[config.mk]
export PLATFORM = sky130hd
export DESIGN_NAME = priority_two_queue_transmitter
export DESIGN_NICKNAME = d
export VERILOG_FILES = /design/src/sv/pqt_pkg.sv /design/src/sv/priority_two_queue_transmitter.sv
export SDC_FILE = /design/constraint.sdc
export NUM_CORES = 2
export LEC_CHECK = 0
export BUFFER_PORTS_ARGS = -buffer_cell sky130_fd_sc_hd__buf_2
export CELL_PAD_IN_SITES_DETAIL_PLACEMENT = 2
export CELL_PAD_IN_SITES_GLOBAL_PLACEMENT = 2
export CORE_MARGIN = 10
export CORE_UTILIZATION = 49
export DETAILED_ROUTE_END_ITERATION = 8
export PLACE_DENSITY_LB_ADDON = 0.1
export REMOVE_ABC_BUFFERS = 1
export SYNTH_ARGS = -nofsm -noshare
export SYNTH_HDL_FRONTEND = slang
export SYNTH_SLANG_ARGS = --single-unit
[constraint.sdc]
create_clock -name clk -period 4.8 [get_ports clk]
set_input_delay 0 -clock clk [delete_from_list [all_inputs] [get_ports clk]]
set_output_delay 0 -clock clk [all_outputs]
set_load 0.01 [all_outputs]
[src/sv/pqt_pkg.sv]
// ---------------------------------------------------------------------------
// pqt_pkg
// Shared constants and codes for the two-queue strict-priority transmitter.
// ---------------------------------------------------------------------------
package pqt_pkg;

  // default sizes
  localparam int NORMAL_DEPTH_DEF = 64;
  localparam int PRIO_DEPTH_DEF   = 16;
  localparam int HANDLE_BITS_DEF  = 16;

  // configuration port
  localparam int CFG_DATA_W  = 7;
  localparam int CFG_INDEX_W = 2;
  localparam int CAP_W       = 7;
  localparam int QID_W       = 2;
  localparam int LEN_W       = 7;
  localparam int DROP_W      = 32;

  typedef enum logic [CFG_INDEX_W-1:0] {
    CFG_FRAME_CAP = 2'd0,
    CFG_LB_EN     = 2'd1,
    CFG_QUEUE_IDX = 2'd2
  } cfg_reg_t;

  // request codes
  localparam logic REQ_ARRIVAL = 1'b0;
  localparam logic REQ_FINISH  = 1'b1;

endpackage

[src/sv/priority_two_queue_transmitter.sv]
// ---------------------------------------------------------------------------
// priority_two_queue_transmitter
// Output-link queue: idle link sends at once, otherwise control packets go to
// a priority FIFO and data packets to a tail-drop normal FIFO; a finished
// transmission serves the priority head first, then the normal head.
// ---------------------------------------------------------------------------
//
//  channel   | handshake          | payload
//  ----------+--------------------+---------------------------------------------
//  request   | start / busy       | req_type, pkt_handle, is_control
//  result    | done (1-cycle)     | tx_start, tx_handle, dropped, drop_total,
//            |                    | normal_len, link_busy, report_valid,
//            |                    | report_queue, report_len
//  config    | cfg_write          | cfg_index, cfg_data
//
//  One request per clock: all queue state updates at the accepting edge and
//  the FIFO head read from the synchronous RAMs lands at that same edge, so
//  the result strobe follows in the next cycle. Throughput is set by the single
//  read port of each FIFO RAM, read every cycle at its head pointer.
//  Synchronous reset empties both FIFOs by clearing counts and pointers; the
//  RAM contents need no clearing. The receiver cannot stall, so busy stays low.
// ---------------------------------------------------------------------------
module priority_two_queue_transmitter #(
  parameter int NORMAL_DEPTH = pqt_pkg::NORMAL_DEPTH_DEF,
  parameter int PRIO_DEPTH   = pqt_pkg::PRIO_DEPTH_DEF,
  parameter int HANDLE_BITS  = pqt_pkg::HANDLE_BITS_DEF
) (
  input  logic                             clk,
  input  logic                             rst,
  // request
  input  logic                             start,
  output logic                             busy,
  input  logic                             req_type,
  input  logic [HANDLE_BITS-1:0]           pkt_handle,
  input  logic                             is_control,
  // result
  output logic                             done,
  output logic                             tx_start,
  output logic [HANDLE_BITS-1:0]           tx_handle,
  output logic                             dropped,
  output logic [pqt_pkg::DROP_W-1:0]       drop_total,
  output logic [pqt_pkg::LEN_W-1:0]        normal_len,
  output logic                             link_busy,
  output logic                             report_valid,
  output logic [pqt_pkg::QID_W-1:0]        report_queue,
  output logic [pqt_pkg::LEN_W-1:0]        report_len,
  // configuration
  input  logic                             cfg_write,
  input  logic [pqt_pkg::CFG_INDEX_W-1:0]  cfg_index,
  input  logic [pqt_pkg::CFG_DATA_W-1:0]   cfg_data
);
  import pqt_pkg::*;

  localparam int NAW  = (NORMAL_DEPTH > 1) ? $clog2(NORMAL_DEPTH) : 1;
  localparam int NCW  = $clog2(NORMAL_DEPTH + 1);
  localparam int PAW  = (PRIO_DEPTH > 1) ? $clog2(PRIO_DEPTH) : 1;
  localparam int PCW  = $clog2(PRIO_DEPTH + 1);
  localparam int CMPW = (NCW > CAP_W) ? NCW : CAP_W;

  typedef enum logic [1:0] {
    SRC_NONE,
    SRC_ARRIVAL,
    SRC_PRIO,
    SRC_NORMAL
  } tx_src_t;

  // configuration registers
  logic [CAP_W-1:0] frame_capacity;
  logic             lb_enable;
  logic [QID_W-1:0] queue_index;

  // queue state
  logic [HANDLE_BITS-1:0] normal_mem [NORMAL_DEPTH];
  logic [HANDLE_BITS-1:0] prio_mem   [PRIO_DEPTH];
  logic [HANDLE_BITS-1:0] normal_rd, prio_rd;
  logic [NAW-1:0] normal_head, normal_head_next, normal_tail, normal_tail_next;
  logic [PAW-1:0] prio_head, prio_head_next, prio_tail, prio_tail_next;
  logic [NCW-1:0] normal_count, normal_count_next;
  logic [PCW-1:0] prio_count, prio_count_next;
  logic           link_on, link_on_next;
  logic [DROP_W-1:0] drop_counter, drop_counter_next;

  // result registers
  tx_src_t                tx_src, tx_src_next;
  logic [HANDLE_BITS-1:0] arr_handle;
  logic                   drop_flag, drop_flag_next;

  logic accept;
  logic normal_push, prio_push;
  logic over_cap;
  logic [CMPW-1:0] normal_count_ext;

  assign busy   = 1'b0;
  assign accept = start && !busy;

  // tail-drop limit check
  assign over_cap = (frame_capacity != '0) &&
                    (CMPW'(normal_count) >= CMPW'(frame_capacity));

  // next-state decision for one request
  always_comb begin
    normal_head_next  = normal_head;
    normal_tail_next  = normal_tail;
    normal_count_next = normal_count;
    prio_head_next    = prio_head;
    prio_tail_next    = prio_tail;
    prio_count_next   = prio_count;
    link_on_next      = link_on;
    drop_counter_next = drop_counter;
    tx_src_next       = SRC_NONE;
    drop_flag_next    = 1'b0;
    normal_push       = 1'b0;
    prio_push         = 1'b0;
    if (accept) begin
      if (req_type == REQ_FINISH) begin
        link_on_next = 1'b0;
        if (prio_count != '0) begin
          tx_src_next     = SRC_PRIO;
          link_on_next    = 1'b1;
          prio_count_next = prio_count - 1'b1;
          prio_head_next  = (prio_head == PAW'(PRIO_DEPTH - 1)) ? '0 : prio_head + 1'b1;
        end else if (normal_count != '0) begin
          tx_src_next       = SRC_NORMAL;
          link_on_next      = 1'b1;
          normal_count_next = normal_count - 1'b1;
          normal_head_next  = (normal_head == NAW'(NORMAL_DEPTH - 1)) ?
                              '0 : normal_head + 1'b1;
        end
      end else if (!link_on) begin
        tx_src_next  = SRC_ARRIVAL;
        link_on_next = 1'b1;
      end else begin
        if (is_control) begin
          if (prio_count < PCW'(PRIO_DEPTH)) begin
            prio_push       = 1'b1;
            prio_count_next = prio_count + 1'b1;
            prio_tail_next  = (prio_tail == PAW'(PRIO_DEPTH - 1)) ? '0 : prio_tail + 1'b1;
          end else begin
            drop_flag_next = 1'b1;
          end
        end else if (over_cap || (normal_count >= NCW'(NORMAL_DEPTH))) begin
          drop_flag_next = 1'b1;
        end else begin
          normal_push       = 1'b1;
          normal_count_next = normal_count + 1'b1;
          normal_tail_next  = (normal_tail == NAW'(NORMAL_DEPTH - 1)) ?
                              '0 : normal_tail + 1'b1;
        end
        if (drop_flag_next && (drop_counter != '1)) begin
          drop_counter_next = drop_counter + 1'b1;
        end
      end
    end
  end

  // control state and registered results
  always_ff @(posedge clk) begin
    if (rst) begin
      frame_capacity <= '0;
      lb_enable      <= 1'b0;
      queue_index    <= '0;
      normal_head    <= '0;
      normal_tail    <= '0;
      normal_count   <= '0;
      prio_head      <= '0;
      prio_tail      <= '0;
      prio_count     <= '0;
      link_on        <= 1'b0;
      drop_counter   <= '0;
      done           <= 1'b0;
      tx_src         <= SRC_NONE;
      drop_flag      <= 1'b0;
    end else begin
      if (cfg_write) begin
        unique case (cfg_index)
          CFG_FRAME_CAP: frame_capacity <= cfg_data[CAP_W-1:0];
          CFG_LB_EN:     lb_enable      <= cfg_data[0];
          CFG_QUEUE_IDX: queue_index    <= cfg_data[QID_W-1:0];
          default: ;
        endcase
      end
      normal_head  <= normal_head_next;
      normal_tail  <= normal_tail_next;
      normal_count <= normal_count_next;
      prio_head    <= prio_head_next;
      prio_tail    <= prio_tail_next;
      prio_count   <= prio_count_next;
      link_on      <= link_on_next;
      drop_counter <= drop_counter_next;
      done         <= accept;
      tx_src       <= tx_src_next;
      drop_flag    <= drop_flag_next;
    end
  end

  // arriving handle, kept for a direct send
  always_ff @(posedge clk) begin
    if (accept) begin
      arr_handle <= pkt_handle;
    end
  end

  // FIFO RAMs: write at tail, registered read at head every cycle
  always_ff @(posedge clk) begin
    if (normal_push) begin
      normal_mem[normal_tail] <= pkt_handle;
    end
    normal_rd <= normal_mem[normal_head];
  end

  always_ff @(posedge clk) begin
    if (prio_push) begin
      prio_mem[prio_tail] <= pkt_handle;
    end
    prio_rd <= prio_mem[prio_head];
  end

  // result ports
  assign normal_count_ext = CMPW'(normal_count);

  always_comb begin
    case (tx_src)
      SRC_ARRIVAL: tx_handle = arr_handle;
      SRC_PRIO:    tx_handle = prio_rd;
      SRC_NORMAL:  tx_handle = normal_rd;
      default:     tx_handle = '0;
    endcase
  end

  assign tx_start     = (tx_src != SRC_NONE);
  assign dropped      = drop_flag;
  assign drop_total   = drop_counter;
  assign normal_len   = normal_count_ext[LEN_W-1:0];
  assign link_busy    = link_on;
  assign report_valid = lb_enable;
  assign report_queue = lb_enable ? queue_index : '0;
  assign report_len   = lb_enable ? normal_count_ext[LEN_W-1:0] : '0;

`ifndef SYNTHESIS
  // every accepted request yields exactly one strobe in the next cycle
  a_one_result: assert property (@(posedge clk) disable iff (rst)
    accept |=> done)
    else $error("accepted request gave no result");

  a_no_stray_result: assert property (@(posedge clk) disable iff (rst)
    !accept |=> !done)
    else $error("result strobe without a request");

  // occupancy never passes the RAM depth
  a_count_bound: assert property (@(posedge clk) disable iff (rst)
    (prio_count <= PCW'(PRIO_DEPTH)) && (normal_count <= NCW'(NORMAL_DEPTH)))
    else $error("FIFO count out of range");

  // a pending priority entry wins the next finish
  a_prio_first: assert property (@(posedge clk) disable iff (rst)
    accept && (req_type == REQ_FINISH) && (prio_count != '0) |=>
      done && (tx_src == SRC_PRIO))
    else $error("priority head not served first");

  // a drop bumps the counter unless saturated
  a_drop_count: assert property (@(posedge clk) disable iff (rst)
    done && dropped && ($past(drop_counter) != '1) |->
      drop_counter == $past(drop_counter) + 1'b1)
    else $error("drop not counted");
`endif

endmodule

==> qor.yml <==
global_route:
  antenna_violations_before_repair: 12
  largest_net_degree_at_the_start_of_global_routing: 69
  grt_pass1_wl_mm: 274
  global_route.peak_usage_layer: "met2"
  groute.usage.overall: 0.307
  gr-total-overflow: 0
  grt.met1_usage: 0.390
  globalRouteMet2Util: 0.516
  first_global_vias: 33700
  grt_use_met3: 0.0492
synth:
  synth-main-ff-cell: "sky130_fd_sc_hd__edfxtp_1"
  post_synth_inst_count: 2874
  yosys_warnings: 0
  async_flop_share: 0
  synth_seq_cells: 1407
  post_synth.cell_area_avg_um2: 19.1
  synth_seq_area_share: 0.749
  synth.distinct_cells: 71
  synth_area_mm2: 0.0549
  synth_enable_flop_cells: 1296
cts:
  path_clk_slew_ns: 0.07
  cts-buffers-inserted: 149
  cts_resized: 0
  post_cts_hold_buffer_count: 43
  tritoncts_clock_tree: "built"
  cts.sinks: 1407
  clock_tree.buffer_depth: 3
  postCtsSetupRepairBufs: 0
  clk_root_buffer_cell: "sky130_fd_sc_hd__clkbuf_16"
  worst_skew_pair.late_latency_ns: 0.78
  cts_htree_levels: 4
flow_run:
  number_of_maximum_capacitance_violations: 0
routing:
  detail_route.wl_per_cell_um: 40.7
  route.final.wire_length_mm: 194
  post_detailed_route_via_to_cell_ratio: 6.60
  antenna_violating_nets_post_route: 0
  drt_pass1_iterations: 6
  drc_errors: 0
  drt_first_iter_violations: 3813
  via_count_of_the_routed_design: 31400
critical_path:
  worst_r2r_startpoint: "normal_len[0]$_SDFFE_PP0P_"
  timing.critical_path.cells: "inv_1, ha_1, nand2b_1, a2111oi_0, nor4_1, buf_4, nor2_1, buf_4, nand4b_1, nor2_1, buf_4"
  critPathLaunchType: "register"
  worst-setup-path-type: "reg2reg"
  timing.critical_path.to_type: "register"
  crit_end: "normal_mem[53][10]$_DFFE_PP_"
  cpMostUsedCell: "sky130_fd_sc_hd__buf_4"
  cp.buffers_inverters: 4
  reg2reg_depth: 11
  cp_slowest_cell: "sky130_fd_sc_hd__a2111oi_0"
  critical_path_peak_fanout: 11
  critical-path-top-delay-family: "simple AND/OR/NAND/NOR gates"
  startpoint: "normal_len[0]$_SDFFE_PP0P_"
  critical_register_to_register_path_endpoint: "normal_mem[53][10]$_DFFE_PP_"
  setup.reg_to_reg.worst_slack_ns: 0.56
  cp_data_arrival_time_ns: 4.68
  max_stage_delay_ns: 0.68
  worst_ep_required_time_ns: 5.24
  timing.critical_path.depth: 11
power:
  combPwrFrac: 0.076
  power.sequential.fraction: 0.501
  internal-power_w: 0.0206
  power_w: 0.0272
  share_clk_of_total_power: 0.423
  power.share.switching: 0.240
  ir_drop_mv: 0.397
  power.switching_w: 0.00651
  total_leakage_power_nw: 19.5
  pwr_density_cell_mw_per_mm2: 432
floorplan:
  start_util: 0.495
  die_height_um: 355
  io_pins: 101
  die-width_um: 355
  design.die.area_mm2: 0.126
  core_mm2: 0.111
  row_count: 122
layout:
  num-nets-final: 3206
  area_growth_syn_to_layout_pct: 14.5
  nFillCells: 9289
  final_design_area_no_fill_mm2: 0.0629
  finalCoreUtilization: 0.567
  final_common_cell: "sky130_fd_sc_hd__edfxtp_1"
  final_cell_mix: "sky130_fd_sc_hd__edfxtp_1, sky130_fd_sc_hd__mux4_2, sky130_fd_sc_hd__mux2i_1"
  layout_cells_sized_above_1: 0.236
placed_design:
  dpl-instance-area_mm2: 0.0578
  rd_place_congestion: 0.891
  port_buffers: 99
  placement.setup.worst_slack_ns: 0.704
  detailedPlacementHpwl_mm: 114
sta:
  min_period_ns: 4.24
  grt_setup_unrepaired: "false"
  max_slew.worst_pin.slew_ns: 1.26
  final_min_period_over_clock_period: 0.884
  fin_skew_ns: 0.0347
  maxSlewViolCount: 0
  slew_headroom: 0.150
  final.setup.worst_slack_ns: 0.557
  finalSetupViolCount: 0
  hold_viol: 0
  final.setup.tns_ns: 0
  upper_clock_frequency_limit_mhz: 236
hold_path:
  hp-start: "pkt_handle[0]"
  worstHoldPathType: "in2reg"
  whs_path_depth: 1
status:
  run_status: "finished clean"
## worst min-delay path by stage
stage,endpoint,slack [ns]
after CTS,normal_mem[22][0]$_DFFE_PP_,0.01
after global routing,arr_handle[10]$_DFFE_PP_,0.07
after global placement,frame_capacity[3]$_SDFFE_PP0P_,0.25
final,normal_mem[61][0]$_DFFE_PP_,0.07
after detailed placement,frame_capacity[4]$_SDFFE_PP0P_,0.25
after floorplan,drop_total[19]$_SDFFE_PP0P_,0.06
## power by group through the flow
stage | Sequential, W | Clock, W | Combinational [W]
2_1_floorplan | 0.0140 | 0 | 0.00114
3_3_place_gp | 0.0138 | 0 | 0.00187
3_5_place_dp | 0.0139 | 0 | 0.00198
4_1_cts | 0.0136 | 0.0115 | 0.00203
5_1_grt | 0.0136 | 0.0121 | 0.00216
6_report | 0.0136 | 0.0115 | 0.00205
## sequential cells by signal (all words and copies together), names as in the netlist, 2 cells and up
register	count
normal_mem	1024
prio_mem	256
drop_total	32
arr_handle	16
normal_rd	16
prio_rd	16
frame_capacity	7
normal_len	7
normal_head	6
normal_tail	6
prio_count	5
prio_head	4
prio_tail	4
queue_index	2
tx_src	2
## final cells by class
type                    count  area, um2  share of cell area
multi-input cells        1280      13000               0.207
flip-flops and latches   1407      41200               0.654
inverters                  22       82.6             0.00131
clock inverters            71        533             0.00847
clock buffers             199       4130              0.0656
repair buffers            290       2110              0.0336
well taps                1488       1860              0.0296
diodes                      6       15.0            0.000239
## cell families after synthesis
group,after synthesis,share of synthesized area
AO/OA/AOI/OAI,294,0.0365
XOR/XNOR,20,0.00319
adder cells (fa/ha/maj),25,0.00597
buffers and inverters,187,0.0149
flip-flops,1407,0.749
multiplexers,511,0.150
other,1,0.0000683
AND/OR/NAND/NOR,429,0.0398
## metrics by stage
step                      std cells  hold slack [ns]
final                          4763           0.0652
after global placement         4444            0.253
after floorplan                2709           0.0624
after global routing           4757           0.0667
after CTS                      4757           0.0124
after detailed placement       4444            0.253
## Yosys cell counts, types with 25 or more instances
cell                       instances  area, um2
sky130_fd_sc_hd__nor3_1           58        290
sky130_fd_sc_hd__clkbuf_1         72        270
sky130_fd_sc_hd__mux2i_1         235       2350
sky130_fd_sc_hd__o22ai_1          63        394
sky130_fd_sc_hd__edfxtp_1       1296      38900
sky130_fd_sc_hd__buf_2            61        305
sky130_fd_sc_hd__a22o_1           27        236
sky130_fd_sc_hd__o21ai_0          31        155
sky130_fd_sc_hd__mux4_2          249       5610
sky130_fd_sc_hd__or4_1            26        195
sky130_fd_sc_hd__dfxtp_1         111       2220
sky130_fd_sc_hd__buf_1            25       93.8
sky130_fd_sc_hd__a21oi_1          53        265
sky130_fd_sc_hd__nand2_1          57        214
sky130_fd_sc_hd__mux2_2           25        282
sky130_fd_sc_hd__nor2_1          154        578
## worst reg2reg max path: stages (launching register included)
cell	delay, ns
sky130_fd_sc_hd__dfxtp_1	0.45
sky130_fd_sc_hd__inv_1	0.13
sky130_fd_sc_hd__ha_1	0.31
sky130_fd_sc_hd__nand2b_1	0.15
sky130_fd_sc_hd__a2111oi_0	0.68
sky130_fd_sc_hd__nor4_1	0.14
sky130_fd_sc_hd__buf_4	0.20
sky130_fd_sc_hd__nor2_1	0.12
sky130_fd_sc_hd__buf_4	0.31
sky130_fd_sc_hd__nand4b_1	0.41
sky130_fd_sc_hd__nor2_1	0.66
sky130_fd_sc_hd__buf_4	0.35
## metal layers
metal | part of all wire | up-vias
li1 | - | 12300
met1 | 0.38 | 17000
met2 | 0.50 | 1690
met3 | 0.068 | 418
met4 | 0.050 | 6
met5 | 0.00018 | -
(Power assumes the default switching activity.)
